$ cat config.mk
export PLATFORM = sky130hd
export DESIGN_NAME = keystream_byte_descrambler_checksum
export DESIGN_NICKNAME = d
export VERILOG_FILES = /design/src/hw/rtl/kbdc_pkg.sv /design/src/hw/rtl/kbdc_front.sv /design/src/hw/rtl/kbdc_queue.sv /design/src/hw/rtl/kbdc_back.sv /design/src/hw/rtl/keystream_byte_descrambler_checksum.sv
export SDC_FILE = /design/constraint.sdc
export NUM_CORES = 1
export LEC_CHECK = 0
export ABC_AREA = 1
export BUFFER_PORTS_ARGS = -buffer_cell sky130_fd_sc_hd__clkbuf_2
export CAP_MARGIN = 20
export CORE_MARGIN = 10
export CORE_UTILIZATION = 33
export CTS_BUF_LIST = sky130_fd_sc_hd__clkbuf_4
export DETAILED_ROUTE_END_ITERATION = 10
export PLACE_DENSITY = 0.5
export SYNTH_ARGS = -nofsm -noshare
export SYNTH_HDL_FRONTEND = slang
export SYNTH_HIERARCHICAL = 1
export SYNTH_SLANG_ARGS = --single-unit
$ cat constraint.sdc
create_clock -name i_clk -period 9.35 [get_ports i_clk]
set_clock_uncertainty 0.15 [all_clocks]
set_input_delay 1.4025 -clock i_clk [delete_from_list [all_inputs] [get_ports i_clk]]
set_output_delay 1.4025 -clock i_clk [all_outputs]
set_load 0.005 [all_outputs]
$ cat src/hw/rtl/kbdc_pkg.sv
// ============================================================================
// kbdc_pkg - shared types and constants of the keystream byte descrambler
// Holds the command format that travels from the front end through the queue
// to the back end, the checksum and keystream constants, and helpers.
// ============================================================================
package kbdc_pkg;

    // Input action codes.
    localparam logic ACT_START = 1'b0;
    localparam logic ACT_DATA  = 1'b1;

    // Checksum and keystream constants.
    localparam logic [15:0] SUM_SEED   = 16'hA2F1;
    localparam logic [15:0] EXPECT_XOR = 16'hEB7D;

    // Default depth of the command queue between front and back end.
    localparam int KBDC_QUEUE_DEPTH = 2;

    // One classified command. For a start it carries the expected checksum,
    // for a data item the scrambled byte in the low eight bits.
    typedef struct packed {
        logic        is_start;
        logic        is_last;
        logic [15:0] word;
    } t_cmd;

    // Queue status seen by the front end and the top level.
    typedef struct packed {
        logic full;
        logic empty;
    } t_q_status;

    function automatic logic [15:0] ror16_by3(input logic [15:0] v);
        return {v[2:0], v[15:3]};
    endfunction

    function automatic logic [15:0] ror16_by1(input logic [15:0] v);
        return {v[0], v[15:1]};
    endfunction

endpackage

$ cat src/hw/rtl/kbdc_front.sv
// ============================================================================
// kbdc_front - input front end
// Accepts input items, classifies them and turns a start item's trailer word
// into the expected checksum before the command enters the queue.
// ============================================================================
module kbdc_front
    import kbdc_pkg::*;
(
    input  logic        i_valid,
    input  logic        i_action,
    input  logic [15:0] i_trailer_word,
    input  logic [7:0]  i_data_byte,
    input  logic        i_is_last,
    input  t_q_status   i_q_status,
    output logic        o_stall,
    output logic        o_push,
    output t_cmd        o_cmd
);

    // The queue is the only thing that can hold the input back.
    assign o_stall = i_q_status.full;
    assign o_push  = i_valid && !i_q_status.full;

    always_comb begin
        o_cmd.is_last = i_is_last;
        if (i_action == ACT_START) begin
            o_cmd.is_start = 1'b1;
            o_cmd.word     = ror16_by3(i_trailer_word) ^ EXPECT_XOR;
        end else begin
            o_cmd.is_start = 1'b0;
            o_cmd.word     = {8'h00, i_data_byte};
        end
    end

endmodule

$ cat src/hw/rtl/kbdc_queue.sv
// ============================================================================
// kbdc_queue - command queue
// A small first-in first-out queue of classified commands that decouples the
// front end from the back end.
// ============================================================================
module kbdc_queue
    import kbdc_pkg::*;
#(
    parameter int QUEUE_DEPTH = KBDC_QUEUE_DEPTH
)
(
    input  logic      i_clk,
    input  logic      i_rst_n,
    input  logic      i_push,
    input  t_cmd      i_cmd,
    input  logic      i_pop,
    output t_cmd      o_cmd,
    output t_q_status o_status
);

    localparam int PTR_W = $clog2(QUEUE_DEPTH);
    localparam int CNT_W = $clog2(QUEUE_DEPTH + 1);
    localparam logic [PTR_W-1:0] LAST_PTR = PTR_W'(QUEUE_DEPTH - 1);
    localparam logic [CNT_W-1:0] FULL_CNT = CNT_W'(QUEUE_DEPTH);

    t_cmd             r_entry [QUEUE_DEPTH];
    logic [PTR_W-1:0] r_wr_ptr, n_wr_ptr;
    logic [PTR_W-1:0] r_rd_ptr, n_rd_ptr;
    logic [CNT_W-1:0] r_count,  n_count;

    assign o_cmd           = r_entry[r_rd_ptr];
    assign o_status.full   = (r_count == FULL_CNT);
    assign o_status.empty  = (r_count == '0);

    always_comb begin
        n_wr_ptr = r_wr_ptr;
        n_rd_ptr = r_rd_ptr;
        n_count  = r_count;
        if (i_push) begin
            n_wr_ptr = (r_wr_ptr == LAST_PTR) ? '0 : r_wr_ptr + 1'b1;
        end
        if (i_pop) begin
            n_rd_ptr = (r_rd_ptr == LAST_PTR) ? '0 : r_rd_ptr + 1'b1;
        end
        if (i_push && !i_pop) begin
            n_count = r_count + 1'b1;
        end else if (!i_push && i_pop) begin
            n_count = r_count - 1'b1;
        end
    end

    always_ff @(posedge i_clk) begin
        if (!i_rst_n) begin
            r_wr_ptr <= '0;
            r_rd_ptr <= '0;
            r_count  <= '0;
        end else begin
            r_wr_ptr <= n_wr_ptr;
            r_rd_ptr <= n_rd_ptr;
            r_count  <= n_count;
        end
    end

    always_ff @(posedge i_clk) begin
        if (i_push) begin
            r_entry[r_wr_ptr] <= i_cmd;
        end
    end

endmodule

$ cat src/hw/rtl/kbdc_back.sv
// ============================================================================
// kbdc_back - descrambler back end
// Executes queued commands: keeps the keystream state and both checksums,
// decodes data bytes and holds each result in the output register.
// ============================================================================
module kbdc_back
    import kbdc_pkg::*;
(
    input  logic        i_clk,
    input  logic        i_rst_n,
    input  t_cmd        i_cmd,
    input  t_q_status   i_q_status,
    input  logic        i_stall,
    output logic        o_pop,
    output logic        o_valid,
    output logic [7:0]  o_plain_byte,
    output logic        o_byte_valid,
    output logic        o_region_done,
    output logic        o_checksum_ok
);

    logic [15:0] r_key,  n_key;
    logic [15:0] r_sum,  n_sum;
    logic [15:0] r_exp,  n_exp;
    logic        r_valid, n_valid;
    logic [7:0]  r_plain, n_plain;
    logic        r_bv, n_bv;
    logic        r_done, n_done;
    logic        r_ok, n_ok;

    logic        out_free;
    logic [7:0]  plain;
    logic [15:0] key_rot;

    // A command executes when the output register is empty or being taken.
    assign out_free = !r_valid || !i_stall;
    assign o_pop    = out_free && !i_q_status.empty;

    assign plain   = i_cmd.word[7:0] ^ r_key[7:0];
    assign key_rot = ror16_by1(r_key);

    always_comb begin
        n_key   = r_key;
        n_sum   = r_sum;
        n_exp   = r_exp;
        n_valid = r_valid && i_stall;
        n_plain = r_plain;
        n_bv    = r_bv;
        n_done  = r_done;
        n_ok    = r_ok;
        if (o_pop) begin
            if (i_cmd.is_start) begin
                n_exp = i_cmd.word;
                n_key = i_cmd.word;
                n_sum = SUM_SEED;
                if (i_cmd.is_last) begin
                    n_valid = 1'b1;
                    n_plain = 8'h00;
                    n_bv    = 1'b0;
                    n_done  = 1'b1;
                    n_ok    = (SUM_SEED == i_cmd.word);
                end
            end else begin
                // Seven times the byte is eight times less one time.
                n_sum   = r_sum + {5'b0, plain, 3'b000} - {8'h00, plain};
                n_key   = {key_rot[13:0], 2'b00} + key_rot + 16'd1;
                n_valid = 1'b1;
                n_plain = plain;
                n_bv    = 1'b1;
                n_done  = i_cmd.is_last;
                n_ok    = i_cmd.is_last && (n_sum == r_exp);
            end
        end
    end

    always_ff @(posedge i_clk) begin
        if (!i_rst_n) begin
            r_key   <= '0;
            r_sum   <= SUM_SEED;
            r_exp   <= '0;
            r_valid <= 1'b0;
        end else begin
            r_key   <= n_key;
            r_sum   <= n_sum;
            r_exp   <= n_exp;
            r_valid <= n_valid;
        end
    end

    always_ff @(posedge i_clk) begin
        r_plain <= n_plain;
        r_bv    <= n_bv;
        r_done  <= n_done;
        r_ok    <= n_ok;
    end

    assign o_valid       = r_valid;
    assign o_plain_byte  = r_plain;
    assign o_byte_valid  = r_bv;
    assign o_region_done = r_done;
    assign o_checksum_ok = r_ok;

endmodule

$ cat src/hw/rtl/keystream_byte_descrambler_checksum.sv
// ============================================================================
// keystream_byte_descrambler_checksum - keystream descrambler with checksum
// Descrambles a region byte by byte and checks it against the trailer word.
// ============================================================================
// Flow: an item is written into the queue, then the back end executes it into the
// output register when that register is empty or being taken; a stall holds it.
// Throughput: one item per cycle unless stalled; the back end's state update
// (rotate, multiply by five, add one, checksum add) is combinational.
// Reset (synchronous, active low): the queue and output register are emptied,
// the keystream state and expected checksum go to zero and the running
// checksum to its seed value.
// ============================================================================
module keystream_byte_descrambler_checksum
    import kbdc_pkg::*;
#(
    parameter int QUEUE_DEPTH = KBDC_QUEUE_DEPTH
)
(
    input  logic        i_clk,
    input  logic        i_rst_n,
    // Input channel.
    input  logic        i_valid,
    output logic        o_stall,
    input  logic        i_action,
    input  logic [15:0] i_trailer_word,
    input  logic [7:0]  i_data_byte,
    input  logic        i_is_last,
    // Result channel.
    output logic        o_valid,
    input  logic        i_stall,
    output logic [7:0]  o_plain_byte,
    output logic        o_byte_valid,
    output logic        o_region_done,
    output logic        o_checksum_ok
);

    // The front end classifies each item and precomputes the expected
    // checksum of a start item, so that the back end only has to load it.
    t_cmd      front_cmd;
    t_cmd      queue_cmd;
    t_q_status q_status;
    logic      push;
    logic      pop;

    kbdc_front u_front (
        .i_valid        (i_valid),
        .i_action       (i_action),
        .i_trailer_word (i_trailer_word),
        .i_data_byte    (i_data_byte),
        .i_is_last      (i_is_last),
        .i_q_status     (q_status),
        .o_stall        (o_stall),
        .o_push         (push),
        .o_cmd          (front_cmd)
    );

    // The queue lets the input side keep accepting items while a finished
    // result waits at the output; the stall seen upstream comes only from
    // the queue being full, never directly from the downstream stall.
    kbdc_queue #(
        .QUEUE_DEPTH (QUEUE_DEPTH)
    ) u_queue (
        .i_clk    (i_clk),
        .i_rst_n  (i_rst_n),
        .i_push   (push),
        .i_cmd    (front_cmd),
        .i_pop    (pop),
        .o_cmd    (queue_cmd),
        .o_status (q_status)
    );

    // The back end owns all region state. A start item that does not end an
    // empty region updates the state and leaves no result.
    kbdc_back u_back (
        .i_clk         (i_clk),
        .i_rst_n       (i_rst_n),
        .i_cmd         (queue_cmd),
        .i_q_status    (q_status),
        .i_stall       (i_stall),
        .o_pop         (pop),
        .o_valid       (o_valid),
        .o_plain_byte  (o_plain_byte),
        .o_byte_valid  (o_byte_valid),
        .o_region_done (o_region_done),
        .o_checksum_ok (o_checksum_ok)
    );

    // An accepted item is in the queue at the next edge, popped or not.
    a_push_lands: assert property (@(posedge i_clk) disable iff (!i_rst_n)
        (i_valid && !o_stall) |=> !q_status.empty)
        else $error("accepted item did not reach the command queue");

    // A result without a decoded byte can only be the end of an empty region.
    a_empty_region: assert property (@(posedge i_clk) disable iff (!i_rst_n)
        (o_valid && !o_byte_valid) |-> (o_region_done && (o_plain_byte == 8'h00)))
        else $error("result without a byte is not an empty region end");

    // A passing checksum is only ever reported at the end of a region.
    a_ok_at_end: assert property (@(posedge i_clk) disable iff (!i_rst_n)
        (o_valid && o_checksum_ok) |-> o_region_done)
        else $error("checksum reported outside a region end");

endmodule

# Word-level counts from Yosys, hierarchy flattened
# Memory sizes are Yosys's and may differ from the RTL's. A register that Yosys moved wholly into a read port is not among the register bits.
# Cells that the tools add are included.
# totals
mem_count	1
word_cells	65
ff_bits	64
ram_bits	36
out_inout_bits	13
# mem_list
memory	depth	width	read_ports	rd_clocked_by_memory_dff	write_ports	line_no	rtl
u_queue.r_entry	2	18	1	1	1	kbdc_queue.sv:26	t_cmd r_entry [QUEUE_DEPTH];
# classes
add_sub_neg	8
reduce_logical	17
n_eq_ne	4
mux	22
bitwise	2
# op_table
cell	count
$mux 16	3
$add 16x1->16 const B	1
$add 16x11->16	1
$add 16x16->16	1
$eq 16x16->1	1
$eq 16x16->1 const A	1
$mux 8	2
$sub 16x8->16	1
$mux 1	15
$not 12->12	1
$xor 8x8->8	1
$logic_and 1x1->1	6
$logic_not 1->1	6
$mux 2	2
$reduce_and 2->1	2
$add 1x1->1 const B	2
$add 2x1->2 const B	1
$eq 2x2->1 const B	1
$logic_not 2->1	1
$ne 2x1->1 const B	1
$reduce_bool 2->1	1
$sub 2x1->2 const B	1
$logic_or 1x1->1	1

# Logic depth before layout (Yosys ltp)
# Gate-level depths: netlist (run 1).
# logic_depth
depth_word	7
mapped_depth	24
depth_no_buf	23

# Modules after synthesis
# Netlist (run 1), hierarchy kept.
# by_module_without_submodules
module	area_each_um2	seq_area_each_um2	cells_each	n_inst
kbdc_back	4511.8	1311.3	693	1
kbdc_queue	1580.3	1181.1	91	1
kbdc_front	161.4	0.0	35	1

# Worst setup path before layout (run 1)
# OpenSTA, ideal clock, no wires.
# synth_path
path_kind	reg2reg
start	reg with a tool-made name
end	reg u_back.r_ok (netlist: u_back/o_checksum_ok), data pin
setup_time_ns	0.253
required_ns	8.947
path_stages_with_launch	24
synth_period_minus_slack_ns	3.402
arrival_ns	2.999
path_buffers	2
path_slack_ns	5.948
cell_sequence	dfxtp_1 > buf_6 > buf_12 > mux2_4 > xnor2_1 > xnor2_1 > inv_1 > ha_1 > a21o_1 > ha_1 > nand2_1 > inv_1 > a21oi_2 > nand2_2 > nand2_2 > nand2_2 > nand2_2 > nand2_1 > nand2_1 > nand2_1 > nand2_1 > nor2_1 > nand2_1 > nand2_1
# synth_rtl
item	line_no	rtl
end signal, assigned	kbdc_back.sv:94	r_ok <= n_ok;
end, declared	kbdc_back.sv:29	logic r_ok, n_ok;

==> reports/results.ini, run 1 <==
[outcome]
status=finished, final reports clean

[sta]
setup_viol=0
worst_slew_pin_slew_ps=1006
setup_slack_ps=4846
rsz0062_at_grt=false
slew_violations=0
fmaxAchievable_ghz=0.2220
min_period_ps=4504
fin_setup_tns_ps=0
maxSlewHeadroom_pct=32.85
finalHoldViolations=0
min_period_over_period_pct=48.17

[placement]
routabilityCongestion=0.8603
place_ws_ps=4839
placed_area_um2=6671
dp_hpwl_um=12450
place.port_buffers=42

[route]
drt_wl_total_um=16440
drt_iter0_drc=260
dr_total_vias=5205
first_pass_iters=4
drcViolationCount=0
routed_via_density=4.736
drtAntennaViolNets=0
wire_per_inst_um=14.96

[cts]
root_buffer=clkbuf_4
ctsResizeCount=0
cts_max_level=3
clk_path_buf_depth=2
clk_pin_slew_worst_paths_ps=190
cts_inserted_buffers=9
clk_latency_ps=500
cts.sinks=101
post_cts_buffers=0
tritoncts=yes
postCtsHoldBufs=0

[finish]
nets=926
drive_gt1_share_pct=12.05
design_area_um2=6802
synthToLayoutAreaGrowth_pct=8.763
fin_util_pct=36.36

[worst_setup_path]
crit_buf_inv=1
r2r_setup_slack_ps=4850
path_class=reg -> reg
crit_slowest_cell=dfxtp_1
r2r_cells=19
end_kind=flop
slowest_delay_ps=1020
worstPathCellList=mux2_2 -> xnor2_1 -> xnor2_1 -> inv_1 -> ha_1 -> ha_1 -> nand2_1 -> nor2_1 -> nand2_1 -> nand3_1 -> nand2_1 -> nand2_1 -> nand2_1 -> nand3_1 -> nand2_1 -> nand2_1 -> nor2_1 -> nand2_1 -> nand2_1
start_kind=flop
path_max_fanout=18
cp.required_ps=9450
arrival_ps=4600
cpMostUsedCell=nand2_1
critical-path-top-delay-family=simple AND/OR/NAND/NOR gates
reg2reg_to=u_back/o_checksum_ok

[global_route]
grt_pass1_wl_um=26660
grt_max_degree=40
grt_overflow=0
antenna_found_initial=1
grt_pass1_vias=5074
grtUsageTotal_pct=13.71

[synth]
synth_mux_area_share_pct=3.842
synth_area_leaders=edfxtp_1 23%, dfxtp_1 17%, nand2_1 14%, ha_1 7.0%, inv_1 6.7%
synth_top_area_share_pct=22.57
netlist_area_um2=6253
avgSynthCellArea_um2=7.636
synth.net_count=887
yosysWarnings=6
ys_ff_latch=101
yosysSeqAreaShare_pct=39.86
yosys.area_share.simple_pct=27.51
synth_area_leader_cell=edfxtp_1
synthCells=819
ys_types=40
synth_top_family_by_area=simple AND/OR/NAND/NOR gates
synth_xor_area_share_pct=3.641
synth_adder_area_share_pct=7.963
synth-compound-area-share_pct=8.383

[worst_hold_path]
worstHoldPathType=reg -> reg
hp-start=u_back/r_sum[2]
min_to=u_back/r_sum[2]
min_path_cells=2

[floorplanning]
coreArea_um2=18710
die_area_um2=24860
die_w_um=157.7
start_util_pct=33.43
placementRows=50
die_h_um=157.7
num_io_pins=43

[run]
cap_viol_max_count=0

==> kinds of logic after synthesis <==
family	count (synthesis)
AOI/OAI and AO/OA	95
xor gates and xnor gates	26
DFF	101
adders and majority gates	38
muxes	18
and+or+nand+nor	408
buffers and inverters	133
==> worst max-delay path by stage <==
stage / start / to / slack (ps) / cells after the start
detailed placement: flop / u_back/o_checksum_ok / 4840 / 19
CTS: flop / u_back/o_checksum_ok / 4800 / 18
global placement: flop / u_back/o_checksum_ok / 4900 / 18
floorplan: flop / u_back/o_checksum_ok / 5950 / 23
global route: flop / u_back/o_checksum_ok / 4450 / 18
finish: flop / u_back/o_checksum_ok / 4850 / 19
==> sequential cells by signal, summed over array words and instances, names as in the netlist, named ones only <==
| name | flops |
|---|---|
| u_back/o_checksum_ok | 1 |
| u_back/o_byte_valid | 1 |
| u_back/r_exp | 16 |
| u_back/o_plain_byte | 8 |
| u_back/o_valid | 1 |
| u_back/r_key | 16 |
| u_queue/r_wr_ptr | 1 |
| u_queue/r_rd_ptr | 1 |
| u_back/o_region_done | 1 |
| u_back/r_sum | 16 |
| u_queue/r_count | 2 |
| u_queue/r_entry | 36 |
==> Yosys cell counts, drive strengths merged <==
cell      n
and2      1
nand3    66
nand2   251
clkbuf    9
nand4     7
nor3      3
inv     114
edfxtp   47
a221oi    1
ha       35
nor4      2
mux2     18
and3      1
o21ai    17
xnor2    13
or2       1
nor2     72
o22ai     4
a21o      4
a21oi    53
dfxtp    54
o21a      1
a31oi    14
buf      10
xor2     13
fa        3
o21bai    1
nand3b    4
==> metrics by stage <==
stage	hold slack, ps	std cells
6_report	332.2	1099
5_1_grt	357.5	1099
4_1_cts	337.9	1097
3_5_place_dp	316.9	1081
3_3_place_gp	316.3	1081
2_1_floorplan	298.0	819
==> area by class of cell <==
cell class / count / area, um2
diodes: 2 / 5.005
multi-input cells: 585 / 3211
clock inverters: 5 / 42.54
fillers: 1992 / 11900
flip-flops and latches: 101 / 2492
inverters: 114 / 427.9
clock buffers: 11 / 82.58
well taps: 234 / 292.8
repair buffers: 47 / 247.7
==> worst reg2reg max path, cell delays in order, from the launching register on <==
cell     delay, ps
dfxtp_1       1020
mux2_2         470
xnor2_1        510
xnor2_1        180
inv_1           60
ha_1           270
ha_1           410
nand2_1        150
nor2_1         150
nand2_1        100
nand3_1        150
nand2_1        120
nand2_1        100
nand2_1         70
nand3_1         70
nand2_1         50
nand2_1         60
nor2_1          50
nand2_1         60
nand2_1         40
==> metal layers <==
layer  wire (um)  GRT usage, %  vias up  share of wire (%)
met5           0             0        -                  0
met4         259         3.606        0                1.6
met3         642         3.175       11                3.9
met2        7402         22.01       93                 45
met1        8138         18.09     2363                 49
li1            -             -     2738                  -
==> cells in the final DEF (no fill, tap or decap), drive strengths merged <==
cell type,count
xor2,13
and2,1
o21a,1
nand3,66
nand4,7
nand3b,4
ha,35
fa,3
a31oi,14
a21oi,53
o21bai,1
clkbuf,53
xnor2,13
inv,117
a21o,4
buf,5
edfxtp,47
mux2,18
a221oi,1
nor3,3
nand2,251
o21ai,17
o22ai,4
nor4,2
diode,2
and3,1
nor2,72
clkinv,1
clkinvlp,1
dfxtp,54
or2,1
Power of run 1 is not shown: default switching activity piles up to over one toggle a cycle in this logic, so the estimate is an artifact.
==> run 2: changes to the inputs <==
Clock period 9.35 ns to 4.5 ns, I/O delays scaled along.
==> run 2 against run 1 <==
- global-route usage shrank 0.10 points
- critical endpoint unchanged
- sequential cell count unchanged
- wire length down 0.69%
- sequential share of layout area shrank 0.36 points
- first-iteration DRC count is 13% higher
==> reports/results.ini, run 2 (synthesis gave the netlist of run 1 again) <==
[worst_setup_path]
path_class=reg -> reg
crit_slowest_cell=dfxtp_1
cpMostUsedCell=nor2_1
crit_buf_inv=2
path_max_fanout=12
end_kind=flop
critical-path-top-delay-family=simple AND/OR/NAND/NOR gates
start_kind=flop
arrival_ps=4210
slowest_delay_ps=690
worstPathCellList=mux2_2 -> xnor2_1 -> inv_1 -> ha_1 -> inv_1 -> ha_1 -> fa_1 -> nor2_1 -> nor2_1 -> nor2_1 -> nand2_1 -> nor2_1 -> nand3_1 -> nor2_1 -> nand2_1 -> nor2_1 -> nand2_1 -> nor2_1 -> nand2_1 -> nand2_1
cp.required_ps=4720

[sta]
fmaxAchievable_ghz=0.2505
finalHoldViolations=0
worst_slew_pin_slew_ps=734.5
slew_violations=0
fin_setup_tns_ps=0
setup_viol=0
min_period_ps=3992
rsz0062_at_grt=false
maxSlewHeadroom_pct=50.92
min_period_over_period_pct=88.72

[outcome]
status=finished, final reports clean

[cts]
clk_path_buf_depth=2
tritoncts=yes
cts_inserted_buffers=9
cts.sinks=101
ctsResizeCount=0
post_cts_buffers=0
postCtsHoldBufs=0
root_buffer=clkbuf_4
clk_latency_ps=490
cts_max_level=3
clk_pin_slew_worst_paths_ps=170

[route]
wire_per_inst_um=14.80
drtAntennaViolNets=0
routed_via_density=4.795
drt_iter0_drc=294
dr_total_vias=5289
drcViolationCount=0
drt_wl_total_um=16330
first_pass_iters=4

[finish]
mostFrequentLayoutCells=240 x nand2_1, 111 x inv_1, 68 x nor2_1, 64 x nand3_1, 54 x dfxtp_1
drive_gt1_share_pct=12.56
synthToLayoutAreaGrowth_pct=9.844
nets=931
regMostFlops=u_queue/r_entry
layout_commonest_cell=nand2_1
largest_reg_flops=36
num-fill-cells=2013

[global_route]
grt_overflow=0
grt_pass1_vias=5094
antenna_found_initial=1
grtUsageTotal_pct=13.61
grt_pass1_wl_um=26650
grt_max_degree=41

[floorplanning]
placementRows=50
start_util_pct=33.43
die_w_um=157.7
die_h_um=157.7
die_area_um2=24860
coreArea_um2=18710
num_io_pins=43

[run]
cap_viol_max_count=0

[placement]
place.port_buffers=42
routabilityCongestion=0.9055
dp_hpwl_um=12490

[worst_hold_path]
worstHoldPathType=in -> reg

-- run 2: through the flow --
| stage | instances | utilization (%) | setup WS [ps] | hold slack (ps) | instance area, um2 |
|---|---|---|---|---|---|
| after floorplan | 819 | - | 1098 | 298.0 | 6254 |
| after global placement | 1086 | 35.87 | 518.1 | 314.1 | 6709 |
| after detailed placement | 1086 | 35.87 | 502.8 | 317.7 | 6709 |
| after CTS | 1102 | 36.71 | 460.2 | 158.8 | 6867 |
| after global routing | 1103 | 36.72 | 156.8 | 155.4 | 6869 |
| final | 1103 | 36.72 | 507.6 | 204.4 | 6869 |
-- run 2: final timing paths --
kind	end	cells past startpoint	startpoint	slack [ps]
max	u_back/o_checksum_ok	20	flop	510
max reg2reg	u_back/o_checksum_ok	20	flop	510
min	u_queue/r_entry[0][16]	1	i_is_last	200
min reg2reg	u_back/r_exp[15]	2	u_back/r_exp[15]	340
-- run 2: layout make-up --
cell class / count / area [um2] / area share, %
multi-input combinational: 585 / 3211 / 46.74
sequential: 101 / 2492 / 36.28
inverter: 114 / 427.9 / 6.230
tap: 234 / 292.8 / 4.262
timing repair buffer: 52 / 285.3 / 4.153
clock inverter: 7 / 90.09 / 1.311
clock buffer: 9 / 67.56 / 0.9836
antenna: 1 / 2.502 / 0.03643
-- run 2: routing by layer --
layer | GRT usage [%] | up-vias | share of wire (%)
li1 | - | 2755 | -
met1 | 17.56 | 2439 | 49
met2 | 22.22 | 78 | 46
met3 | 2.714 | 17 | 3.1
met4 | 4.541 | 0 | 1.8
met5 | 0 | - | 0
Power of run 2 is left out for the same reason.
==> run 3: changes to the inputs <==
Settings changed: RECOVER_POWER set to 100.
==> run 3 against run 2 <==
- via count down 0.11%
- utilization down 0.21 points
- die area unchanged
- wire length up 0.19%
- first-iteration DRC count up 12%
- final cell count unchanged
- clock-buffer cell count unchanged
- register-to-register slack worse by 30 ps
- sequential cell count unchanged
- worst hold slack about the same
- largest cell class unchanged
==> reports/results.ini, run 3 (synthesis gave the netlist of run 1 again) <==
[outcome]
status=finished, final reports clean

[cts]
cts_inserted_buffers=9
ctsResizeCount=0
clk_path_buf_depth=2
cts.sinks=101
post_cts_buffers=0
cts_max_level=3
root_buffer=clkbuf_4
tritoncts=yes
clk_pin_slew_worst_paths_ps=170
postCtsHoldBufs=0
clk_latency_ps=490

[finish]
nets=931
synthToLayoutAreaGrowth_pct=9.204
largest_reg_flops=36
layout_commonest_cell=nand2_1
mostFrequentLayoutCells=242 x nand2_1, 114 x inv_1, 68 x nor2_1, 65 x nand3_1, 54 x dfxtp_1
drive_gt1_share_pct=9.217
num-fill-cells=2026
regMostFlops=u_queue/r_entry

[route]
drt_wl_total_um=16360
dr_total_vias=5283
drtAntennaViolNets=0
drcViolationCount=0
routed_via_density=4.790
drt_iter0_drc=330
first_pass_iters=4
wire_per_inst_um=14.83

[floorplanning]
die_h_um=157.7
die_w_um=157.7
coreArea_um2=18710
num_io_pins=43
die_area_um2=24860
placementRows=50
start_util_pct=33.43

[worst_setup_path]
arrival_ps=4140
path_max_fanout=12
cp.required_ps=4620
start_kind=flop
end_kind=flop
path_class=reg -> reg

[sta]
finalHoldViolations=0
rsz0062_at_grt=false
min_period_ps=4023
worst_slew_pin_slew_ps=1152
fmaxAchievable_ghz=0.2486
setup_viol=0
slew_violations=0
fin_setup_tns_ps=0
maxSlewHeadroom_pct=23.11
min_period_over_period_pct=89.39
fin_hold_ws_ps=204.8

[global_route]
grt_pass1_wl_um=26650
grtUsageTotal_pct=13.61
grt_overflow=0
grt_pass1_vias=5094
antenna_found_initial=1
grt_max_degree=41

[placement]
routabilityCongestion=0.9055
dp_hpwl_um=12490
place.port_buffers=42

[worst_hold_path]
worstHoldPathType=in -> reg

[run]
cap_viol_max_count=0

## run 3: layout make-up
type                            instances  area [um2]  area share [%]
Antenna cell                            1       2.502         0.03664
Clock buffer                            9       67.56          0.9894
Clock inverter                          7       90.09           1.319
Inverter                              114       427.9           6.266
Multi-Input combinational cell        585        3201           46.87
Sequential cell                       101        2492           36.50
Tap cell                              234       292.8           4.287
Timing Repair Buffer                   52       255.2           3.738
## run 3: metal layers
metal  wire length [um]  GRT usage [%]  vias to the layer above
met3                493          2.714                       19
li1                   -              -                     2750
met2               7495          22.22                       81
met5                  0              0                        -
met1               8071          17.56                     2433
met4                299          4.541                        0
## run 3: worst max-delay path, stage by stage (launching register included)
cell	delay, ps
dfxtp_1	700
mux2_1	410
inv_1	100
or2_2	120
nand2_1	130
fa_1	540
inv_1	40
ha_1	400
nand2_1	150
nand2_1	200
nand3_2	150
nand2_2	110
nand2_1	70
nand2_2	90
inv_1	60
nand2_1	70
nand3_1	80
nand3_1	80
nor2_1	50
nand2_1	50
nand2_1	40
## run 3: stage by stage
step                setup slack, ps  utilization [%]  cells  cell area [um2]
floorplan                      1098                -    819             6254
global placement              518.1            35.87   1086             6709
detailed placement            502.8            35.87   1086             6709
CTS                           460.2            36.71   1102             6867
global route                  134.6            36.51   1103             6829
finish                        477.4            36.51   1103             6829
## run 3: worst paths after layout
kind | start | to | slack [ps] | depth (start not counted)
setup / recovery | flop | u_back/o_checksum_ok | 480 | 20
hold / removal | i_is_last | u_queue/r_entry[0][16] | 200 | 1
setup reg to reg | flop | u_back/o_checksum_ok | 480 | 20
hold reg to reg | u_back/r_sum[2] | u_back/r_sum[2] | 340 | 2
Power of run 3 is left out for the same reason.
